$ cat src/hw/rtl/altitude_slew_and_climb_fail_latch_unit_macros.svh
// assertion macros for the altitude slew and climb-fail latch unit
`ifndef ALTITUDE_SLEW_AND_CLIMB_FAIL_LATCH_UNIT_MACROS_SVH
`define ALTITUDE_SLEW_AND_CLIMB_FAIL_LATCH_UNIT_MACROS_SVH

// clocked check, muted while reset is held
`define ASCF_ASSERT(lbl, prop, msg) \
  lbl: assert property (@(posedge clk) disable iff (!rst_n) prop) else $error(msg);

// clocked check that also covers the reset cycles
`define ASCF_ASSERT_RST(lbl, prop, msg) \
  lbl: assert property (@(posedge clk) prop) else $error(msg);

`endif

$ cat src/hw/rtl/ascf_pkg.sv
// shared types, constants and helpers of the altitude slew unit
package ascf_pkg;

  // item kinds
  localparam logic CMD_TICK   = 1'b0;
  localparam logic CMD_ENGAGE = 1'b1;

  // configuration register indexes
  localparam logic [1:0] CFG_RATE     = 2'd0;
  localparam logic [1:0] CFG_TIMEOUT  = 2'd1;
  localparam logic [1:0] CFG_DEADBAND = 2'd2;

  // configuration reset values
  localparam logic [13:0] RATE_RST     = 14'd2000;
  localparam logic [14:0] TIMEOUT_RST  = 15'd10000;
  localparam logic [13:0] DEADBAND_RST = 14'd500;

  // time and length units
  localparam logic [13:0] UM_PER_CM  = 14'd10000;
  localparam logic [13:0] HALF_CM_UM = 14'd5000;
  localparam logic [9:0]  NOM_DT_MS  = 10'd20;
  localparam logic [31:0] MAX_DT_MS  = 32'd1000;

  // floor(x / 10000) = (x * RECIP_CM) >> RECIP_SHIFT, exact for x below 2^24
  localparam logic [23:0] RECIP_CM    = 24'd13743896;
  localparam int          RECIP_SHIFT = 37;

  typedef logic signed [24:0] alt_cm_t;
  typedef logic [13:0]        rem_um_t;
  typedef logic [10:0]        step_cm_t;

  // operands of the slew step; target is tgt_q cm plus tgt_r um, tgt_r below 10000
  typedef struct packed {
    alt_cm_t  cmd;
    alt_cm_t  tgt_q;
    rem_um_t  tgt_r;
    step_cm_t step_cm;
    rem_um_t  step_rem;
  } slew_in_t;

  typedef struct packed {
    alt_cm_t tgt_q;
    rem_um_t tgt_r;
  } slew_out_t;

  // round a split cm/um target to cm, half away from zero
  function automatic alt_cm_t round_cm(input alt_cm_t q, input rem_um_t r);
    logic up;
    up = (q < 0) ? (r > HALF_CM_UM) : (r >= HALF_CM_UM);
    return q + $signed({24'b0, up});
  endfunction

endpackage

$ cat src/hw/rtl/ascf_in_if.sv
// input channel of the altitude slew unit
interface ascf_in_if;
  logic                valid;
  logic                ready;
  logic                cmd;
  logic [31:0]         now_ms;
  logic signed [24:0]  current_alt_cm;
  logic                demand_limited;

  modport source (output valid, cmd, now_ms, current_alt_cm, demand_limited, input ready);
  modport sink (input valid, cmd, now_ms, current_alt_cm, demand_limited, output ready);
endinterface

$ cat src/hw/rtl/ascf_out_if.sv
// result channel of the altitude slew unit
interface ascf_out_if;
  logic                valid;
  logic                ready;
  logic signed [24:0]  target_alt_cm;
  logic                fail_latched;
  logic                fail_event;

  modport source (output valid, target_alt_cm, fail_latched, fail_event, input ready);
  modport sink (input valid, target_alt_cm, fail_latched, fail_event, output ready);
endinterface

$ cat src/hw/rtl/ascf_slew.sv
// rate-limited move of the split cm/um target toward the commanded altitude
module ascf_slew (
  input  ascf_pkg::slew_in_t  si,
  output ascf_pkg::slew_out_t so
);

  logic signed [26:0] err_cm;
  logic signed [26:0] sc_s;
  logic signed [26:0] up_lim;
  logic signed [26:0] dn_sum;
  logic [14:0]        t_sum;
  logic [14:0]        r_wrap;
  logic               carry;
  logic               borrow;
  logic               r_gt;
  logic               go_up;
  logic               go_dn;

  // compare the um distance against the step without any multiply
  always_comb begin
    err_cm = 27'(si.cmd) - 27'(si.tgt_q);
    sc_s   = $signed({16'b0, si.step_cm});
    t_sum  = {1'b0, si.tgt_r} + {1'b0, si.step_rem};
    carry  = (t_sum >= {1'b0, ascf_pkg::UM_PER_CM});
    borrow = (si.tgt_r < si.step_rem);
    r_gt   = (si.tgt_r > si.step_rem);
    up_lim = sc_s + $signed({26'b0, carry});
    dn_sum = err_cm + sc_s;
    go_up  = (err_cm > up_lim);
    go_dn  = (dn_sum < $signed({26'b0, r_gt}));
    r_wrap = {1'b0, si.tgt_r} + {1'b0, ascf_pkg::UM_PER_CM} - {1'b0, si.step_rem};
  end

  // full step up, full step down, or land on the command
  always_comb begin
    priority if (go_up) begin
      so.tgt_q = 25'(27'(si.tgt_q) + sc_s + $signed({26'b0, carry}));
      so.tgt_r = carry ? 14'(t_sum - {1'b0, ascf_pkg::UM_PER_CM}) : t_sum[13:0];
    end else if (go_dn) begin
      so.tgt_q = 25'(27'(si.tgt_q) - sc_s - $signed({26'b0, borrow}));
      so.tgt_r = borrow ? r_wrap[13:0] : (si.tgt_r - si.step_rem);
    end else begin
      so.tgt_q = si.cmd;
      so.tgt_r = '0;
    end
  end

endmodule

$ cat src/hw/rtl/altitude_slew_and_climb_fail_latch_unit.sv
// top level of the altitude slew and climb-fail latch unit
`include "altitude_slew_and_climb_fail_latch_unit_macros.svh"

// Altitude target slew with a climb-failure latch.
// in_ch carries one item per transfer: cmd selects an engage (snapshot of
// current_alt_cm as command and target, latch cleared) or a periodic tick.
// Every item gives exactly one result on out_ch: the slewed target rounded to
// cm, the latch state and a one-shot flag on the tick that latches.
// Configuration (climb rate, timeout, deadband) is written through cfg_we,
// cfg_idx and cfg_wdata; index 3 is ignored. The user must write it only
// while no item is in flight; the block itself does not enforce this.
// Timing: an item passes three registers (step product, step split to cm
// and um, then the state update with the result register). One item is
// taken every cycle while out_ch is not stalled; the state loop closes
// within the last stage, so back-to-back ticks see the state left by the
// item before them. Reset: configuration returns to 2000 mm/s, 10000 ms
// and 500 cm, the state to zero, and all stages empty.
// A stalled receiver holds the result; the stages in front keep filling
// their empty slots and in_ch.ready drops only once all of them are full.
module altitude_slew_and_climb_fail_latch_unit (
  input  logic             clk,
  input  logic             rst_n,
  input  logic             cfg_we,
  input  logic [1:0]       cfg_idx,
  input  logic [14:0]      cfg_wdata,
  ascf_in_if.sink          in_ch,
  ascf_out_if.source       out_ch
);

  // configuration
  logic [13:0] rate_r;
  logic [14:0] timeout_r;
  logic [13:0] deadband_r;

  // block state
  logic [31:0]         last_now_r;
  logic [31:0]         tstart_r;
  logic [31:0]         tstart_nxt;
  logic                running_r;
  logic                running_nxt;
  logic                latched_r;
  logic                latched_nxt;
  ascf_pkg::alt_cm_t   cmd_r;
  ascf_pkg::alt_cm_t   cmd_nxt;
  ascf_pkg::alt_cm_t   tgt_q_r;
  ascf_pkg::alt_cm_t   tgt_q_nxt;
  ascf_pkg::rem_um_t   rem_r;
  ascf_pkg::rem_um_t   rem_nxt;

  // stage 1: step in um
  logic                s1_valid_r;
  logic                s1_cmd_r;
  logic [31:0]         s1_now_r;
  ascf_pkg::alt_cm_t   s1_alt_r;
  logic                s1_lim_r;
  logic [23:0]         s1_step_r;

  // stage 2: step split into cm
  logic                s2_valid_r;
  logic                s2_cmd_r;
  logic [31:0]         s2_now_r;
  ascf_pkg::alt_cm_t   s2_alt_r;
  logic                s2_lim_r;
  logic [23:0]         s2_step_r;
  ascf_pkg::step_cm_t  s2_scm_r;

  // result register
  logic                out_valid_r;
  ascf_pkg::alt_cm_t   out_tgt_r;
  logic                out_lat_r;
  logic                out_evt_r;

  // handshake
  logic out_adv;
  logic s1_ready;
  logic in_ready;
  logic in_xfer;
  logic st_en;

  // combinational values
  logic [31:0]         dt_raw;
  logic [9:0]          dt_ms;
  logic [23:0]         step_nxt;
  logic [47:0]         recip_prod;
  ascf_pkg::step_cm_t  scm_nxt;
  logic [23:0]         step_cm_um;
  logic [23:0]         step_rem_full;
  ascf_pkg::rem_um_t   step_rem_um;
  logic signed [25:0]  err_cm;
  logic [25:0]         err_mag;
  logic                above_db;
  logic [31:0]         elapsed_ms;
  logic                timed_out;
  logic                evt_nxt;
  ascf_pkg::alt_cm_t   cmd_w;
  ascf_pkg::alt_cm_t   q_w;
  ascf_pkg::rem_um_t   r_w;
  ascf_pkg::slew_in_t  slew_in;
  ascf_pkg::slew_out_t slew_out;

  // stage advance: each stage moves when its successor has room
  assign out_adv     = !out_valid_r || out_ch.ready;
  assign s1_ready    = !s2_valid_r || out_adv;
  assign in_ready    = !s1_valid_r || s1_ready;
  assign in_xfer     = in_ch.valid && in_ready;
  assign st_en       = s2_valid_r && out_adv;
  assign in_ch.ready = in_ready;

  // configuration writes
  always_ff @(posedge clk) begin
    if (!rst_n) begin
      rate_r     <= ascf_pkg::RATE_RST;
      timeout_r  <= ascf_pkg::TIMEOUT_RST;
      deadband_r <= ascf_pkg::DEADBAND_RST;
    end else if (cfg_we) begin
      unique case (cfg_idx)
        ascf_pkg::CFG_RATE:     rate_r     <= cfg_wdata[13:0];
        ascf_pkg::CFG_TIMEOUT:  timeout_r  <= cfg_wdata;
        ascf_pkg::CFG_DEADBAND: deadband_r <= cfg_wdata[13:0];
        default: ;
      endcase
    end
  end

  // ms since the last item (20 if 0 or above 1000) times the climb rate
  always_comb begin
    dt_raw   = in_ch.now_ms - last_now_r;
    dt_ms    = (dt_raw == '0 || dt_raw > ascf_pkg::MAX_DT_MS) ? ascf_pkg::NOM_DT_MS
                                                                : dt_raw[9:0];
    step_nxt = {10'b0, rate_r} * {14'b0, dt_ms};
  end

  // stage 1 registers and the time of the last item
  always_ff @(posedge clk) begin
    if (!rst_n) begin
      s1_valid_r <= 1'b0;
      last_now_r <= '0;
    end else begin
      if (in_ready) begin
        s1_valid_r <= in_ch.valid;
      end
      if (in_xfer) begin
        last_now_r <= in_ch.now_ms;
      end
    end
  end

  always_ff @(posedge clk) begin
    if (in_xfer) begin
      s1_cmd_r  <= in_ch.cmd;
      s1_now_r  <= in_ch.now_ms;
      s1_alt_r  <= in_ch.current_alt_cm;
      s1_lim_r  <= in_ch.demand_limited;
      s1_step_r <= step_nxt;
    end
  end

  // whole cm of the step by reciprocal multiply
  assign recip_prod = {24'b0, s1_step_r} * {24'b0, ascf_pkg::RECIP_CM};
  assign scm_nxt    = 11'(recip_prod >> ascf_pkg::RECIP_SHIFT);

  always_ff @(posedge clk) begin
    if (!rst_n) begin
      s2_valid_r <= 1'b0;
    end else if (s1_ready) begin
      s2_valid_r <= s1_valid_r;
    end
  end

  always_ff @(posedge clk) begin
    if (s1_valid_r && s1_ready) begin
      s2_cmd_r  <= s1_cmd_r;
      s2_now_r  <= s1_now_r;
      s2_alt_r  <= s1_alt_r;
      s2_lim_r  <= s1_lim_r;
      s2_step_r <= s1_step_r;
      s2_scm_r  <= scm_nxt;
    end
  end

  // leftover um of the step, error against the deadband, timer age
  always_comb begin
    step_cm_um    = {13'b0, s2_scm_r} * {10'b0, ascf_pkg::UM_PER_CM};
    step_rem_full = s2_step_r - step_cm_um;
    step_rem_um   = step_rem_full[13:0];
    err_cm        = 26'(cmd_r) - 26'(s2_alt_r);
    err_mag       = (err_cm < 0) ? 26'(-err_cm) : 26'(err_cm);
    above_db      = (err_mag > {12'b0, deadband_r});
    elapsed_ms    = s2_now_r - tstart_r;
    timed_out     = (elapsed_ms > {17'b0, timeout_r});
  end

  // persistence timer and failure latch: cleared on an engage, run on a tick until it latches
  always_comb begin
    running_nxt = running_r;
    tstart_nxt  = tstart_r;
    latched_nxt = latched_r;
    evt_nxt     = 1'b0;
    cmd_w       = cmd_r;
    q_w         = tgt_q_r;
    r_w         = rem_r;
    if (s2_cmd_r == ascf_pkg::CMD_ENGAGE) begin
      running_nxt = 1'b0;
      tstart_nxt  = '0;
      latched_nxt = 1'b0;
    end else if (!latched_r) begin
      if (above_db && s2_lim_r) begin
        if (!running_r) begin
          running_nxt = 1'b1;
          tstart_nxt  = s2_now_r;
        end else if (timed_out) begin
          latched_nxt = 1'b1;
          evt_nxt     = 1'b1;
          cmd_w       = s2_alt_r;
          q_w         = s2_alt_r;
          r_w         = '0;
        end
      end else begin
        running_nxt = 1'b0;
      end
    end
  end

  assign slew_in = '{cmd: cmd_w, tgt_q: q_w, tgt_r: r_w,
                     step_cm: s2_scm_r, step_rem: step_rem_um};

  ascf_slew u_slew (
    .si (slew_in),
    .so (slew_out)
  );

  // engage snaps everything to the current altitude
  always_comb begin
    if (s2_cmd_r == ascf_pkg::CMD_ENGAGE) begin
      cmd_nxt   = s2_alt_r;
      tgt_q_nxt = s2_alt_r;
      rem_nxt   = '0;
    end else begin
      cmd_nxt   = cmd_w;
      tgt_q_nxt = slew_out.tgt_q;
      rem_nxt   = slew_out.tgt_r;
    end
  end

  // state update, taken together with the result
  always_ff @(posedge clk) begin
    if (!rst_n) begin
      tstart_r  <= '0;
      running_r <= 1'b0;
      latched_r <= 1'b0;
      cmd_r     <= '0;
      tgt_q_r   <= '0;
      rem_r     <= '0;
    end else if (st_en) begin
      tstart_r  <= tstart_nxt;
      running_r <= running_nxt;
      latched_r <= latched_nxt;
      cmd_r     <= cmd_nxt;
      tgt_q_r   <= tgt_q_nxt;
      rem_r     <= rem_nxt;
    end
  end

  // result register
  always_ff @(posedge clk) begin
    if (!rst_n) begin
      out_valid_r <= 1'b0;
    end else if (out_adv) begin
      out_valid_r <= s2_valid_r;
    end
  end

  always_ff @(posedge clk) begin
    if (st_en) begin
      out_tgt_r <= ascf_pkg::round_cm(tgt_q_nxt, rem_nxt);
      out_lat_r <= latched_nxt;
      out_evt_r <= evt_nxt;
    end
  end

  assign out_ch.valid         = out_valid_r;
  assign out_ch.target_alt_cm = out_tgt_r;
  assign out_ch.fail_latched  = out_lat_r;
  assign out_ch.fail_event    = out_evt_r;

  // checks
  `ASCF_ASSERT(a_latch_has_event, $rose(latched_r) |-> out_valid_r && out_evt_r, "latch rose without an event result")
  `ASCF_ASSERT(a_rem_range, rem_r < ascf_pkg::UM_PER_CM, "target um remainder out of range")
  `ASCF_ASSERT(a_step_split, s2_valid_r |-> step_rem_um < ascf_pkg::UM_PER_CM && step_rem_full[23:14] == '0, "step split into cm and um is off")
  `ASCF_ASSERT_RST(a_rst_empty, !rst_n |=> !out_valid_r, "result valid right after reset")

endmodule
$ cat src/flat_wrapper.sv
// flat-port wrapper written by rule: the top's interface ports become plain ports
module altitude_slew_and_climb_fail_latch_unit_flat 
  (clk, rst_n, cfg_we, cfg_idx, cfg_wdata, in_ch_valid, in_ch_cmd, in_ch_now_ms, in_ch_current_alt_cm, in_ch_demand_limited, in_ch_ready, out_ch_valid, out_ch_target_alt_cm, out_ch_fail_latched, out_ch_fail_event, out_ch_ready);
  ascf_in_if in_ch_i ();
  ascf_out_if out_ch_i ();
  input  logic clk;
  input  logic rst_n;
  input  logic cfg_we;
  input  logic [1:0] cfg_idx;
  input  logic [14:0] cfg_wdata;
  input wire logic [$bits(in_ch_i.valid)-1:0] in_ch_valid;
  input wire logic [$bits(in_ch_i.cmd)-1:0] in_ch_cmd;
  input wire logic [$bits(in_ch_i.now_ms)-1:0] in_ch_now_ms;
  input wire logic [$bits(in_ch_i.current_alt_cm)-1:0] in_ch_current_alt_cm;
  input wire logic [$bits(in_ch_i.demand_limited)-1:0] in_ch_demand_limited;
  output wire logic [$bits(in_ch_i.ready)-1:0] in_ch_ready;
  output wire logic [$bits(out_ch_i.valid)-1:0] out_ch_valid;
  output wire logic [$bits(out_ch_i.target_alt_cm)-1:0] out_ch_target_alt_cm;
  output wire logic [$bits(out_ch_i.fail_latched)-1:0] out_ch_fail_latched;
  output wire logic [$bits(out_ch_i.fail_event)-1:0] out_ch_fail_event;
  input wire logic [$bits(out_ch_i.ready)-1:0] out_ch_ready;
  assign in_ch_i.valid = in_ch_valid;
  assign in_ch_i.cmd = in_ch_cmd;
  assign in_ch_i.now_ms = in_ch_now_ms;
  assign in_ch_i.current_alt_cm = in_ch_current_alt_cm;
  assign in_ch_i.demand_limited = in_ch_demand_limited;
  assign in_ch_ready = in_ch_i.ready;
  assign out_ch_valid = out_ch_i.valid;
  assign out_ch_target_alt_cm = out_ch_i.target_alt_cm;
  assign out_ch_fail_latched = out_ch_i.fail_latched;
  assign out_ch_fail_event = out_ch_i.fail_event;
  assign out_ch_i.ready = out_ch_ready;
  altitude_slew_and_climb_fail_latch_unit u_core (.clk(clk), .rst_n(rst_n), .cfg_we(cfg_we), .cfg_idx(cfg_idx), .cfg_wdata(cfg_wdata), .in_ch(in_ch_i), .out_ch(out_ch_i));
endmodule
$ cat config.mk
export PLATFORM = sky130hd
export DESIGN_NAME = altitude_slew_and_climb_fail_latch_unit_flat
export DESIGN_NICKNAME = d
export VERILOG_FILES = /design/src/hw/rtl/ascf_pkg.sv /design/src/hw/rtl/ascf_in_if.sv /design/src/hw/rtl/ascf_out_if.sv /design/src/hw/rtl/ascf_slew.sv /design/src/hw/rtl/altitude_slew_and_climb_fail_latch_unit.sv /design/src/flat_wrapper.sv
export VERILOG_INCLUDE_DIRS = /design/src /design/src/hw/rtl
export SDC_FILE = /design/constraint.sdc
export NUM_CORES = 2
export LEC_CHECK = 0
export ABC_CLOCK_PERIOD_IN_PS = 36600
export BUFFER_PORTS_ARGS = -buffer_cell sky130_fd_sc_hd__buf_2
export CORE_ASPECT_RATIO = 1.25
export CORE_MARGIN = 2
export CORE_UTILIZATION = 40
export CTS_CLUSTER_SIZE = 16
export DETAILED_ROUTE_END_ITERATION = 6
export SYNTH_ARGS = -nofsm -noshare
export SYNTH_HDL_FRONTEND = slang
export SYNTH_SLANG_ARGS = --single-unit
$ cat constraint.sdc
create_clock -name clk -period 36.6 [get_ports clk]
set_input_delay 1.83 -clock clk [delete_from_list [all_inputs] [get_ports clk]]
set_output_delay 1.83 -clock clk [all_outputs]
set_load 0.02 [all_outputs]
---- Word level (Yosys, flattened, before mapping) ----
Cells that the tools add are included.
storage, ports and cells
  bits in registers ....................... 370
  bits of input ports ..................... 81
  output and inout bits ................... 29
  word-level logic and storage cells ...... 121
cells by class
  add/sub/neg operators ................... 18
  $mul .................................... 3
  $lt $le $gt $ge ......................... 12
  eq/ne operators ......................... 4
  mux-type cells .......................... 37
  reduce and logical (&&, ||, !) cells .... 20
operators with widths
  operator                count
  $mux 25                 12
  $mux 32                 4
  $mux 14                 8
  $mux 39                 2
  $sub 32x32->32          2
  $sub 25x25->26          2
  $add 25x2->25           2
  $mul 24x21->45 const B  1
  $sub 14x14->14          3
  $gt 32x10->1 const B    1
  $gt 32x15->1            1
  $logic_not 32->1        1
  $add 27x12->27          1
  $gt 27x13->1            1
  $lt 27x2->1             1
  $gt 26x14->1            1
  $lt 26x1->1 const B     1
  $mux 26                 1
  $neg 26->26             1
  $add 25x12->25          1
  $lt 25x1->1 const B     1
  $sub 25x12->25          1
  $sub 25x2->25           1
  $mul 14x10->24          1
  other kinds (23)        43

---- Longest topological paths before layout ----
  depth after elaboration ................. 17
  depth in mapped cells ................... 82
  depth with buffers taken out ............ 71

---- Modules after synthesis ----
Synthesis repeated with hierarchy kept, for this count alone.
unflattened totals
  cells, all modules ...................... 4669
  area, all modules ....................... 42194.2 µm²
modules (own cells, without submodules)
  module                                   times used  cells each  area an instance (µm²)  sequential area each (µm²)
  altitude_slew_and_climb_fail_latch_unit  1           3581        34455.5                 9349.0
  ascf_slew                                1           1088        7738.7                  0.0

---- Worst setup path before layout ----
No wires, ideal clock.
  path kind ............................... register to register
  start point ............................. reg u_core.s2_alt_r[14]
  end point ............................... reg u_core.out_tgt_r[24] (netlist: u_core.out_ch.target_alt_cm[24]) (data pin)
  library setup time ...................... 0.261 ns
  data arrival time ....................... 14.895 ns
  data required time ...................... 36.339 ns
  slack ................................... 21.444 ns
  stages on the path, launching flop included .. 77
  path buffers ............................ 13
  period minus slack after synthesis ...... 15.156 ns
  cells stage by stage .................... edfxtp_1 inv_1 ha_1 buf_2 a211oi_1 o21bai_1 or2_1 a21oi_2 nand3_1 a311oi_1 or2_1 buf_2 clkbuf_1 o21ai_0 xnor2_1 ha_1 and3_1 a221oi_1 (+41 left out) nand2b_1 clkbuf_1 buf_1 clkbuf_1 clkbuf_1 o21ai_0 a31oi_1 o2111ai_1 a221oi_1 ha_1 ha_1 inv_1 nor3_1 nand4b_1 nor4b_2 nand2_1 nor4_2 xnor2_1
on the way
  longest elaborated chain between the ends .. 17
  elaborated cells between the ends (all ways) .. 47
  classes of those cells .................. add/sub (15); order compare (10); mux (21); reduce/logical (1)
RTL lines
  what                                          RTL line                                        text
  from (decl)                                   altitude_slew_and_climb_fail_latch_unit.sv:62   ascf_pkg::alt_cm_t s2_alt_r;
  from (signal assigned)                        altitude_slew_and_climb_fail_latch_unit.sv:174  s2_alt_r <= s1_alt_r;
  $sub 25x25->26                                altitude_slew_and_climb_fail_latch_unit.sv:186  err_cm = 26'(cmd_r) - 26'(s2_alt_r);
  $neg 26->26 or $lt 26x1->1 (tied branches)    altitude_slew_and_climb_fail_latch_unit.sv:187  err_mag = (err_cm < 0) ? 26'(-err_cm) : 26'(err_cm);
  $mux 26                                       altitude_slew_and_climb_fail_latch_unit.sv:187
  $gt 26x14->1                                  altitude_slew_and_climb_fail_latch_unit.sv:188  above_db = (err_mag > {12'b0, deadband_r});
  $logic_and 1x1->1                             altitude_slew_and_climb_fail_latch_unit.sv:207  if (above_db && s2_lim_r) begin
  $mux 14 or $mux 25 (tied branches)            altitude_slew_and_climb_fail_latch_unit.sv:207
  $mux 14 or $mux 25 (tied branches)            altitude_slew_and_climb_fail_latch_unit.sv:206  end else if (!latched_r) begin
  $mux 14 or $mux 25 (tied branches)            altitude_slew_and_climb_fail_latch_unit.sv:202  if (s2_cmd_r == ascf_pkg::CMD_ENGAGE) begin
  $add 14x14->15, or another cell as far along  ascf_slew.sv:23                                 t_sum = {1'b0, si.tgt_r} + {1'b0, si.step_rem};
  $ge 15x14->1, or another cell as far along    ascf_slew.sv:24                                 carry = (t_sum >= {1'b0, ascf_pkg::UM_PER_CM});
  $add 11x1->12, or another cell as far along   ascf_slew.sv:27                                 up_lim = sc_s + $signed({26'b0, carry});
  $gt 27x13->1 or $mux 39 (tied branches)       ascf_slew.sv:29, ascf_slew.sv:39
  $mux 39                                       ascf_slew.sv:36                                 priority if (go_up) begin
  $mux 25 or $mux 14 (tied branches)            altitude_slew_and_climb_fail_latch_unit.sv:234  if (s2_cmd_r == ascf_pkg::CMD_ENGAGE) begin
  $lt 25x1->1, or another cell as far along     ascf_pkg.sv:49                                  up = (q < 0) ? (r > HALF_CM_UM) : (r >= HALF_CM_UM);
  $mux 1                                        ascf_pkg.sv:49
  $add 25x2->25 (*)                             ascf_pkg.sv:50                                  return q + $signed({24'b0, up});
  to (signal assigned)                          altitude_slew_and_climb_fail_latch_unit.sv:275  out_tgt_r <= ascf_pkg::round_cm(tgt_q_nxt, rem_nxt);
  to (decl)                                     altitude_slew_and_climb_fail_latch_unit.sv:69   ascf_pkg::alt_cm_t out_tgt_r;
Every way passes the cells marked *; elsewhere a longest branch is shown, timed or not.
A chain may end at the register's enable or synchronous reset.

---- Final worst setup path ----
Ends and elaborated chain as after synthesis.

==> impl_metrics.py <==
metrics = {
    "flow_run": {
        "drv_cap": 0,
    },
    "timing": {
        "fmax_mhz": 57.53,
        "rsz0062_at_grt": "false",
        "hold_viol": 0,
        "worst_pin_slew_ps": 1154,
        "finalSetupTns_ps": 0,
        "relSlewSlack": 0.2243,
        "finalClockSkew_ps": 55.26,
        "fin_crit_sh": 0.4749,
        "slew_viol_final": 0,
        "fin_crit_ps": 17380,
        "setup_viol": 0,
    },
    "place": {
        "port_buffers": 109,
        "gp_congestion": 0.9507,
        "place_hpwl_mm": 96.98,
    },
    "clocking": {
        "numCtsBuffers": 47,
        "clk_pin_slew_ps": 60,
        "cts_sinks": 370,
        "cts_hold_buf": 0,
        "post_cts_buffers": 0,
        "root_buffer": "clkbuf_16",
        "clk_latency_ps": 650,
        "cts_buffer_depth": 3,
        "cts_resized": 0,
        "cts_tree": "built",
        "htreeDepth": 2,
    },
    "final_layout": {
        "syn2layout_area_growth_pct": 8.514,
        "layout_commonest_cell": "inv_1",
        "fill_cells": 10260,
        "most-common-layout-cells": "inv_1 (703), ha_1 (531), nand2_1 (460)",
        "layout.nets": 5664,
        "drive_gt1_frac": 0.07161,
    },
    "grt": {
        "grtUsageMet1": 0.2755,
        "met2_usage": 0.4011,
        "grt_max_degree": 99,
        "grt_util_all_layers": 0.2255,
        "overflow": 0,
        "grt_first_pass_wirelength_mm": 189.8,
        "gr-usage-met3": 0.02393,
        "grt_pass1_vias": 33580,
        "antenna_found_initial": 3,
        "busiest_layer": "met2",
    },
    "floorplanning": {
        "die-height_um": 365.7,
        "initial_core_util": 0.4035,
        "core-area_um2": 103700,
        "rows": 132,
        "ios": 110,
        "dieWidth_um": 293.3,
        "die_area_um2": 107300,
    },
    "drt": {
        "route.detailed.drc": 0,
        "wl_per_cell_um": 19.74,
        "drt_iter0_drc": 2150,
        "vias_per_cell": 5.439,
        "ant_nets": 0,
        "drt_pass1_iterations": 6,
        "drt_wl_total_mm": 120.8,
        "vias": 33270,
    },
    "worst_setup_path": {
        "endpoint_kind": "flip-flop",
        "rr_startpoint": "u_core.s2_alt_r[14]",
        "r2r_slack_ps": 19220,
        "cp_slowest_cell": "o21ai_1",
        "cp-endpoint": "u_core.out_ch.target_alt_cm[24]",
        "arrival_ps": 17740,
        "path_max_fanout": 38,
        "start_kind": "flip-flop",
        "path_class": "reg2reg",
        "reg2reg_to": "u_core.out_ch.target_alt_cm[24]",
        "worstPathRequired_ps": 36960,
        "startpoint": "u_core.s2_alt_r[14]",
        "reg2reg_depth": 69,
        "critical_path.max_stage_delay_ps": 600,
        "path_common_cell": "ha_1",
    },
    "synth": {
        "syn_inst": 4697,
        "yosysSeqAreaShare": 0.2234,
        "synth_nets": 5624,
        "syn_area_um2": 41850,
        "syn_avg_cell_area_um2": 8.911,
        "async_reset_ff_frac": 0,
        "synth_seq_cells": 370,
        "synthFlopType": "edfxtp_1",
        "synth_edf_count": 194,
        "yosys_warnings": 0,
        "yosysUniqueCellTypes": 116,
    },
    "status": {
        "status": "finished clean",
    },
    "min_path": {
        "hp-class": "reg2reg",
    },
}
-- worst max-delay path: cells and delay by family, from the launching register on --
kind,cells,cell delay [ps]
buffers and inverters,3,670
AOI/OAI and AO/OA,29,7370
xor gates and xnor gates,3,480
adders and majority gates,8,2290
DFF,1,410
and+or+nand+nor,26,5790
-- synth_stat cells, types with 15 or more instances --
master,count,share of area
a211oi_1,32,0.0057
a21boi_0,109,0.020
a21o_1,87,0.016
a21oi_1,230,0.028
a31oi_1,30,0.0045
and2_1,47,0.0070
and3_1,29,0.0043
clkbuf_1,116,0.010
dfxtp_1,176,0.084
edfxtp_1,194,0.14
fa_1,315,0.15
ha_1,531,0.16
inv_1,705,0.063
mux2_2,43,0.012
mux2i_1,38,0.0091
nand2_1,460,0.041
nand2b_1,47,0.0070
nand3_1,76,0.0091
nand3b_1,15,0.0027
nand4_1,43,0.0064
nor2_1,254,0.023
nor2b_1,82,0.012
nor3_1,78,0.0093
nor3b_1,42,0.0075
nor4_1,26,0.0039
o211ai_1,49,0.0088
o21a_1,36,0.0065
o21ai_0,161,0.019
o21ai_1,16,0.0019
o21bai_1,31,0.0056
o31ai_1,22,0.0039
or3_1,32,0.0048
xnor2_1,164,0.034
xor2_1,78,0.016
-- worst min-delay path by stage --
stage	start	end	slack (ps)	cells after the start
2_1_floorplan	u_core.s1_alt_r[0]	u_core.s2_alt_r[0]	400	0
3_3_place_gp	u_core.s1_now_r[6]	u_core.s2_now_r[6]	400	0
3_5_place_dp	u_core.s1_now_r[2]	u_core.s2_now_r[2]	410	0
4_1_cts	u_core.s1_now_r[21]	u_core.s2_now_r[21]	420	0
5_1_grt	u_core.s1_now_r[2]	u_core.s2_now_r[2]	430	0
6_report	u_core.s1_now_r[8]	u_core.s2_now_r[8]	420	0
-- registers in the layout, summed over array words and instances (netlist names), 11 cells and up --
name,flops
u_core.last_now_r,32
u_core.s1_now_r,32
u_core.s2_now_r,32
u_core.tstart_r,32
u_core.cmd_r,25
u_core.out_ch.target_alt_cm,25
u_core.s1_alt_r,25
u_core.s2_alt_r,25
u_core.tgt_q_r,25
u_core.s1_step_r,24
u_core.timeout_r,15
u_core.deadband_r,14
u_core.rate_r,14
u_core.rem_r,14
u_core.s2_step_r,14
u_core.s2_scm_r,11
-- logic make-up (layout without fill, tap and decap cells) --
| kind of cell | after synthesis | count (layout) | share of synthesized area |
|---|---|---|---|
| AO/OA/AOI/OAI | 996 | 996 | 0.1636 |
| AND/OR/NAND/NOR | 1306 | 1306 | 0.1537 |
| buffers and inverters | 854 | 933 | 0.07802 |
| multiplexers | 83 | 83 | 0.02125 |
| XOR/XNOR | 242 | 242 | 0.05064 |
| flip-flops | 370 | 370 | 0.2234 |
| adder cells (fa/ha/maj) | 846 | 846 | 0.3094 |
| other | 0 | 1 | 0 |
-- cell type report --
cell class,instances,area [µm²],share of cell area
multi-input combinational,3473,29280,0.6447
sequential,370,9349,0.2058
inverter,707,2659,0.05854
tap,1340,1677,0.03692
clock buffer,56,1286,0.02832
timing repair buffer,138,765.7,0.01686
clock inverter,32,399.1,0.008788
antenna,1,2.502,0.00005510
-- through the flow --
| step | worst slack [ps] | std cells | cell area (µm²) | utilization | hold slack [ps] |
|---|---|---|---|---|---|
| 2_1_floorplan | 21440 | 4697 | 41850 | - | 400.3 |
| 3_3_place_gp | 19970 | 6028 | 43730 | 0.4216 | 401.4 |
| 3_5_place_dp | 19580 | 6028 | 43730 | 0.4216 | 405.7 |
| 4_1_cts | 19360 | 6116 | 45410 | 0.4379 | 422.2 |
| 5_1_grt | 17830 | 6117 | 45420 | 0.4379 | 428.4 |
| 6_report | 19220 | 6117 | 45420 | 0.4379 | 421.0 |
-- per-layer routing --
metal / routed length (µm) / part of all wire / up-vias
met5: 0 / 0 / -
met4: 5922 / 0.049 / 0
met3: 5071 / 0.042 / 244
met2: 59700 / 0.49 / 794
met1: 50070 / 0.41 / 16050
li1: - / - / 16190
Power is left out: the tool's default activity adds up to more than one toggle a clock period on the data nets, which glitch-free logic cannot reach.
